==> src/sv/multiwidth_integer_alu_macros.svh <==
// Assertion macros for the multi-width integer ALU, used by the queue module.
`ifndef MULTIWIDTH_INTEGER_ALU_MACROS_SVH
`define MULTIWIDTH_INTEGER_ALU_MACROS_SVH
`ifndef SYNTH
`define MIA_ASSERT(lbl, clk, rstn, prop, msg) \
    lbl: assert property (@(posedge clk) disable iff (!rstn) prop) else $error(msg);
`define MIA_NEVER(lbl, clk, rstn, cond, msg) \
    lbl: assert property (@(posedge clk) disable iff (!rstn) !(cond)) else $error(msg);
`else
`define MIA_ASSERT(lbl, clk, rstn, prop, msg)
`define MIA_NEVER(lbl, clk, rstn, cond, msg)
`endif
`endif

==> src/sv/mia_pkg.sv <==
// Types and codes shared by the multi-width integer ALU.
`timescale 1ns / 1ps
package mia_pkg;

    localparam logic [1:0] ACT_UNARY   = 2'd0;
    localparam logic [1:0] ACT_BINARY  = 2'd1;
    localparam logic [1:0] ACT_COMPARE = 2'd2;
    localparam logic [1:0] ACT_CAST    = 2'd3;

    localparam logic [3:0] UN_NEG = 4'd0;
    localparam logic [3:0] UN_NOT = 4'd1;

    localparam logic [3:0] BIN_ADD  = 4'd0;
    localparam logic [3:0] BIN_SUB  = 4'd1;
    localparam logic [3:0] BIN_MUL  = 4'd2;
    localparam logic [3:0] BIN_MODU = 4'd3;
    localparam logic [3:0] BIN_DIVU = 4'd4;
    localparam logic [3:0] BIN_MODS = 4'd5;
    localparam logic [3:0] BIN_DIVS = 4'd6;
    localparam logic [3:0] BIN_SHR  = 4'd7;
    localparam logic [3:0] BIN_SHL  = 4'd8;
    localparam logic [3:0] BIN_SAR  = 4'd9;
    localparam logic [3:0] BIN_AND  = 4'd10;
    localparam logic [3:0] BIN_OR   = 4'd11;
    localparam logic [3:0] BIN_XOR  = 4'd12;

    localparam logic [3:0] CMP_EQ  = 4'd0;
    localparam logic [3:0] CMP_NE  = 4'd1;
    localparam logic [3:0] CMP_GTU = 4'd2;
    localparam logic [3:0] CMP_GEU = 4'd3;
    localparam logic [3:0] CMP_GTS = 4'd4;
    localparam logic [3:0] CMP_GES = 4'd5;
    localparam logic [3:0] CMP_LTU = 4'd6;
    localparam logic [3:0] CMP_LEU = 4'd7;
    localparam logic [3:0] CMP_LTS = 4'd8;
    localparam logic [3:0] CMP_LES = 4'd9;

    localparam logic [3:0] CAST_SEXT = 4'd3;

    localparam logic [2:0] WC_8  = 3'd0;
    localparam logic [2:0] WC_16 = 3'd1;
    localparam logic [2:0] WC_32 = 3'd2;
    localparam logic [2:0] WC_64 = 3'd3;
    localparam logic [2:0] WC_1  = 3'd4;

    localparam logic [1:0] CLS_SIMPLE = 2'd0;
    localparam logic [1:0] CLS_MUL    = 2'd1;
    localparam logic [1:0] CLS_QUOT   = 2'd2;
    localparam logic [1:0] CLS_REM    = 2'd3;

    localparam int DATA_W      = 64;
    localparam int DIV_STAGES  = DATA_W;
    localparam int QUEUE_DEPTH = 4;

    typedef struct packed {
        logic [1:0]        action;
        logic [3:0]        opcode;
        logic [2:0]        width_code;
        logic [2:0]        target_width_code;
        logic [DATA_W-1:0] left_operand;
        logic [DATA_W-1:0] right_operand;
    } in_t;

    typedef struct packed {
        logic [DATA_W-1:0] result_value;
        logic              error_flag;
    } out_t;

    typedef struct packed {
        logic [1:0]        cls;
        logic              err;
        logic              neg;
        logic [DATA_W-1:0] res;
        logic [DATA_W-1:0] a;
        logic [DATA_W-1:0] b;
        logic [DATA_W-1:0] mask;
    } work_t;

endpackage

==> src/sv/mia_fifo.sv <==
// Short queue between the decode front end and the execution back end.
`timescale 1ns / 1ps
`include "multiwidth_integer_alu_macros.svh"
module mia_fifo (
    input  logic           clk,
    input  logic           rst_n,
    input  logic           push,
    input  mia_pkg::work_t push_data,
    output logic           full,
    input  logic           pop,
    output mia_pkg::work_t pop_data,
    output logic           empty
);

    localparam int PTR_W = $clog2(mia_pkg::QUEUE_DEPTH);

    mia_pkg::work_t mem [mia_pkg::QUEUE_DEPTH];
    logic [PTR_W-1:0] wr_ptr_reg, wr_ptr_next, rd_ptr_reg, rd_ptr_next;
    logic [PTR_W:0]   count_reg, count_next;

    assign full     = count_reg == (PTR_W + 1)'(mia_pkg::QUEUE_DEPTH);
    assign empty    = count_reg == '0;
    assign pop_data = mem[rd_ptr_reg];

    always_comb begin
        wr_ptr_next = push ? wr_ptr_reg + 1'b1 : wr_ptr_reg;
        rd_ptr_next = pop ? rd_ptr_reg + 1'b1 : rd_ptr_reg;
        count_next  = count_reg + {{PTR_W{1'b0}}, push} - {{PTR_W{1'b0}}, pop};
    end

    always_ff @(posedge clk or negedge rst_n) begin
        if (!rst_n) begin
            wr_ptr_reg <= '0;
            rd_ptr_reg <= '0;
            count_reg  <= '0;
        end else begin
            wr_ptr_reg <= wr_ptr_next;
            rd_ptr_reg <= rd_ptr_next;
            count_reg  <= count_next;
        end
    end

    always_ff @(posedge clk) begin
        if (push) begin
            mem[wr_ptr_reg] <= push_data;
        end
    end

    `MIA_NEVER(a_count_bound, clk, rst_n, count_reg > (PTR_W + 1)'(mia_pkg::QUEUE_DEPTH), "queue overfilled")
    `MIA_ASSERT(a_push_only, clk, rst_n, push && !pop |=> count_reg == $past(count_reg) + 1'b1, "push lost")
    `MIA_ASSERT(a_pop_only, clk, rst_n, pop && !push |=> count_reg == $past(count_reg) - 1'b1, "pop lost")

endmodule

==> config.mk <==
export PLATFORM = sky130hd
export DESIGN_NAME = mia_fifo
export DESIGN_NICKNAME = d
export VERILOG_FILES = /design/src/sv/mia_pkg.sv /design/src/sv/mia_fifo.sv
export VERILOG_INCLUDE_DIRS = /design/src /design/src/sv
export SDC_FILE = /design/constraint.sdc
export NUM_CORES = 1
export LEC_CHECK = 0
export ABC_AREA = 1
export BUFFER_PORTS_ARGS = -buffer_cell sky130_fd_sc_hd__buf_2
export CORE_ASPECT_RATIO = 1.1
export CORE_MARGIN = 2
export CORE_UTILIZATION = 58
export CTS_CLUSTER_DIAMETER = 200
export DETAILED_ROUTE_END_ITERATION = 8
export PLACE_DENSITY_LB_ADDON = 0.15
export SLEW_MARGIN = 20
export SYNTH_ARGS = -nofsm -noshare
export SYNTH_HDL_FRONTEND = slang
export SYNTH_SLANG_ARGS = --single-unit
==> constraint.sdc <==
create_clock -name clk -period 9 [get_ports clk]
set_input_delay 0.45 -clock clk [delete_from_list [all_inputs] [get_ports clk]]
set_output_delay 0.45 -clock clk [all_outputs]
set_load 0.1 [all_outputs]
==> out/results.ini <==
[status]
status=finished clean

[drt]
wire_per_inst_um=16.43
postRouteAntennaNets=0
wirelength_mm=98.46
firstDrtPassIters=6
vias_per_cell=4.889
via_count=29300
drc=0
drt_iter0_drc=1914

[place]
dp_hpwl_mm=54.28
io_buffers=525
place.gp.congestion=0.7966
dpl.cell_count=5517

[sta]
tightest_slew_ps=1137
setup_viol=0
hold_viol_final=0
period_share_pct=50.30
finalCriticalPeriod_ps=4527
fmax_mhz=220.9
fin_hold_ws_ps=41.44
grt_setup_unrepaired=no
finalMaxSlewViolations=0
relSlewSlack_pct=24.22
tns_ps=0
clock_skew_ps=18.73

[critical_path]
path_max_fanout=125
cp.arrival_ps=4080
startpoint=rd_ptr_reg[1]$_DFFE_PN0P_
end_kind=output pin
cpLargestDelayFamily=buffers and inverters
reg2reg_from=wr_ptr_reg[1]$_DFFE_PN0P_
cpMaxStageDelayCell=dfrtp_4
crit_path_cell_trace=clkinv_8, buf_4, nand3_1, nand2_1, buf_2
crit_buf_inv=3
required_ps=8550
crit_cells=5
r2r_cells=6
start_kind=register
critical_path_class=reg2out
reg2reg_to=mem[1][120]$_DFFE_PP_
rrSetupSlack_ps=5620
slowest_delay_ps=1170
endpoint=pop_data[157]

[die]
core_mm2=0.07573
dieArea_mm2=0.07844
io_pins=526
die_h_um=293.6
initial_utilization_pct=58.37
die_x_um=267.2
rows=106

[clocking]
cts_made_buffers=103
cts.path.max_buffers=3
cts-root-buf=clkbuf_16
h-tree-depth=3
clkLatencyLatePin_ps=660
clkTransAtPathRegs_ps=60
clkSinkCount=1047
cts_tree=yes

[finish]
drive_above_1_share_pct=14.20
largest_reg_flops=1040
syn_to_final_growth_pct=20.19
seqCellArea_mm2=0.03141
finalNonFillerCells=5993
multi_input_area_mm2=0.007665
fill_cells=5250
fin_nets=5123

[synthesis]
synth-main-ff-cell=edfxtp_1
ys_ff_latch=1047
yosys.area.top_type=edfxtp_1
ys_types=16
synth.top_cell.area_share_pct=70.65
avgSynthCellArea_um2=10.73
synthTopCellsByArea=edfxtp_1 71%, nand2_1 11%, inv_1 8.9%, nand3_1 5.9%, buf_6 1.1%
synthCells=4119
syn-cell-area_mm2=0.04421
yosysSeqAreaShare_pct=71.04
async_flop_share_pct=0.6686
synth_nets=4390
post-synth-top-count-cell=nand2_1
synthTopCellsByCount=1311 x nand2_1, 1052 x inv_1, 1040 x edfxtp_1, 521 x nand3_1, 90 x buf_2
synth_edf_count=1040
yosys_warnings=0

[global_routing]
antenna_found_initial=26
globalRouteOverflowTotal=0
grt_pass1_vias=28600
grt_max_degree=264
grt_pass1_wl_mm=149.7
grt.total_usage_pct=24.73

[min_path]
hp-class=in2reg

[flow_run]
cap_viol_max_count=0

[cell usage in the layout (no fill, tap or decap), types with 3 or more instances in the layout]
cell           instances
edfxtp_1            1040
inv_16                 4
buf_4                 15
xor2_1                 3
dlygate4sd3_1        256
nand2_1             1311
buf_12                 4
nand3_1              521
clkbuf_1              24
clkinv_1              22
inv_1               1048
diode_2               25
clkinv_2              27
bufinv_16              9
inv_8                  4
ha_1                   6
buf_2                525
clkbuf_16            104
dfrtp_1                5
[cell families (layout without fill, tap and decap cells)]
logic type,Yosys count,count (layout),synth area share [%]
adder cells (fa/ha/maj),7,7,0.2151
AO/OA/AOI/OAI,1,1,0.01131
XOR/XNOR,3,3,0.05945
other,0,25,0
flip-flops,1047,1047,71.04
AND/OR/NAND/NOR,1834,1834,17.05
buffers and inverters,1227,2050,11.62
[routing by layer]
layer	track usage, %	vias to the layer above	part of all wire (%)	wire length [um]
li1	-	14360	-	-
met1	29.74	13830	39	38400
met2	42.47	883	49	48650
met3	5.900	213	7.8	7700
met4	10.84	14	3.7	3618
met5	0	-	0.093	92
[worst register-to-register path, stage by stage, from the launching register on]
cell and delay (ps):
dfrtp_1 400, inv_1 100, ha_1 150, nand2_1 120, inv_8 650, buf_4 800, buf_4 770
[how the worst min path moves through the flow]
| stage | from | endpoint | slack, ps | depth (start not counted) |
|---|---|---|---|---|
| CTS | push_data[95] | mem[1][95]$_DFFE_PP_ | 2 | 1 |
| global placement | rst_n | count_reg[2]$_DFF_PN0_ | 320 | 1 |
| detailed placement | rst_n | count_reg[2]$_DFF_PN0_ | 320 | 1 |
| global route | push_data[137] | mem[1][137]$_DFFE_PP_ | 20 | 1 |
| finish | push_data[137] | mem[1][137]$_DFFE_PP_ | 40 | 1 |
| floorplan | rst_n | count_reg[0]$_DFF_PN0_ | 150 | 0 |
[per-stage QoR]
step / instance area, um^2 / util, % / worst slack [ps]
6_report: 53130 / 70.16 / 4473
3_5_place_dp: 47200 / 62.33 / 5043
5_1_grt: 53110 / 70.14 / 4311
2_1_floorplan: 44210 / - / 2626
4_1_cts: 53060 / 70.07 / 4266
3_3_place_gp: 47200 / 62.33 / 5084
[final cells by class]
class | instances | area share [%]
Timing Repair Buffer | 801 | 10.15
Multi-Input combinational cell | 1845 | 14.43
Clock inverter | 67 | 1.140
Antenna cell | 25 | 0.1177
Sequential cell | 1047 | 59.12
Tap cell | 1026 | 2.416
Clock buffer | 128 | 5.068
Inverter | 1054 | 7.557
[timing repair]
action,4_1_cts,5_1_grt
setup endpoints to repair,0,0
setup buffers,0,0
hold endpoints to repair,1017,0
resized for setup,0,0
hold buffers,256,0
Power is left out: the tool's default activity adds up to more than one toggle a clock period on the data nets, which glitch-free logic cannot reach.
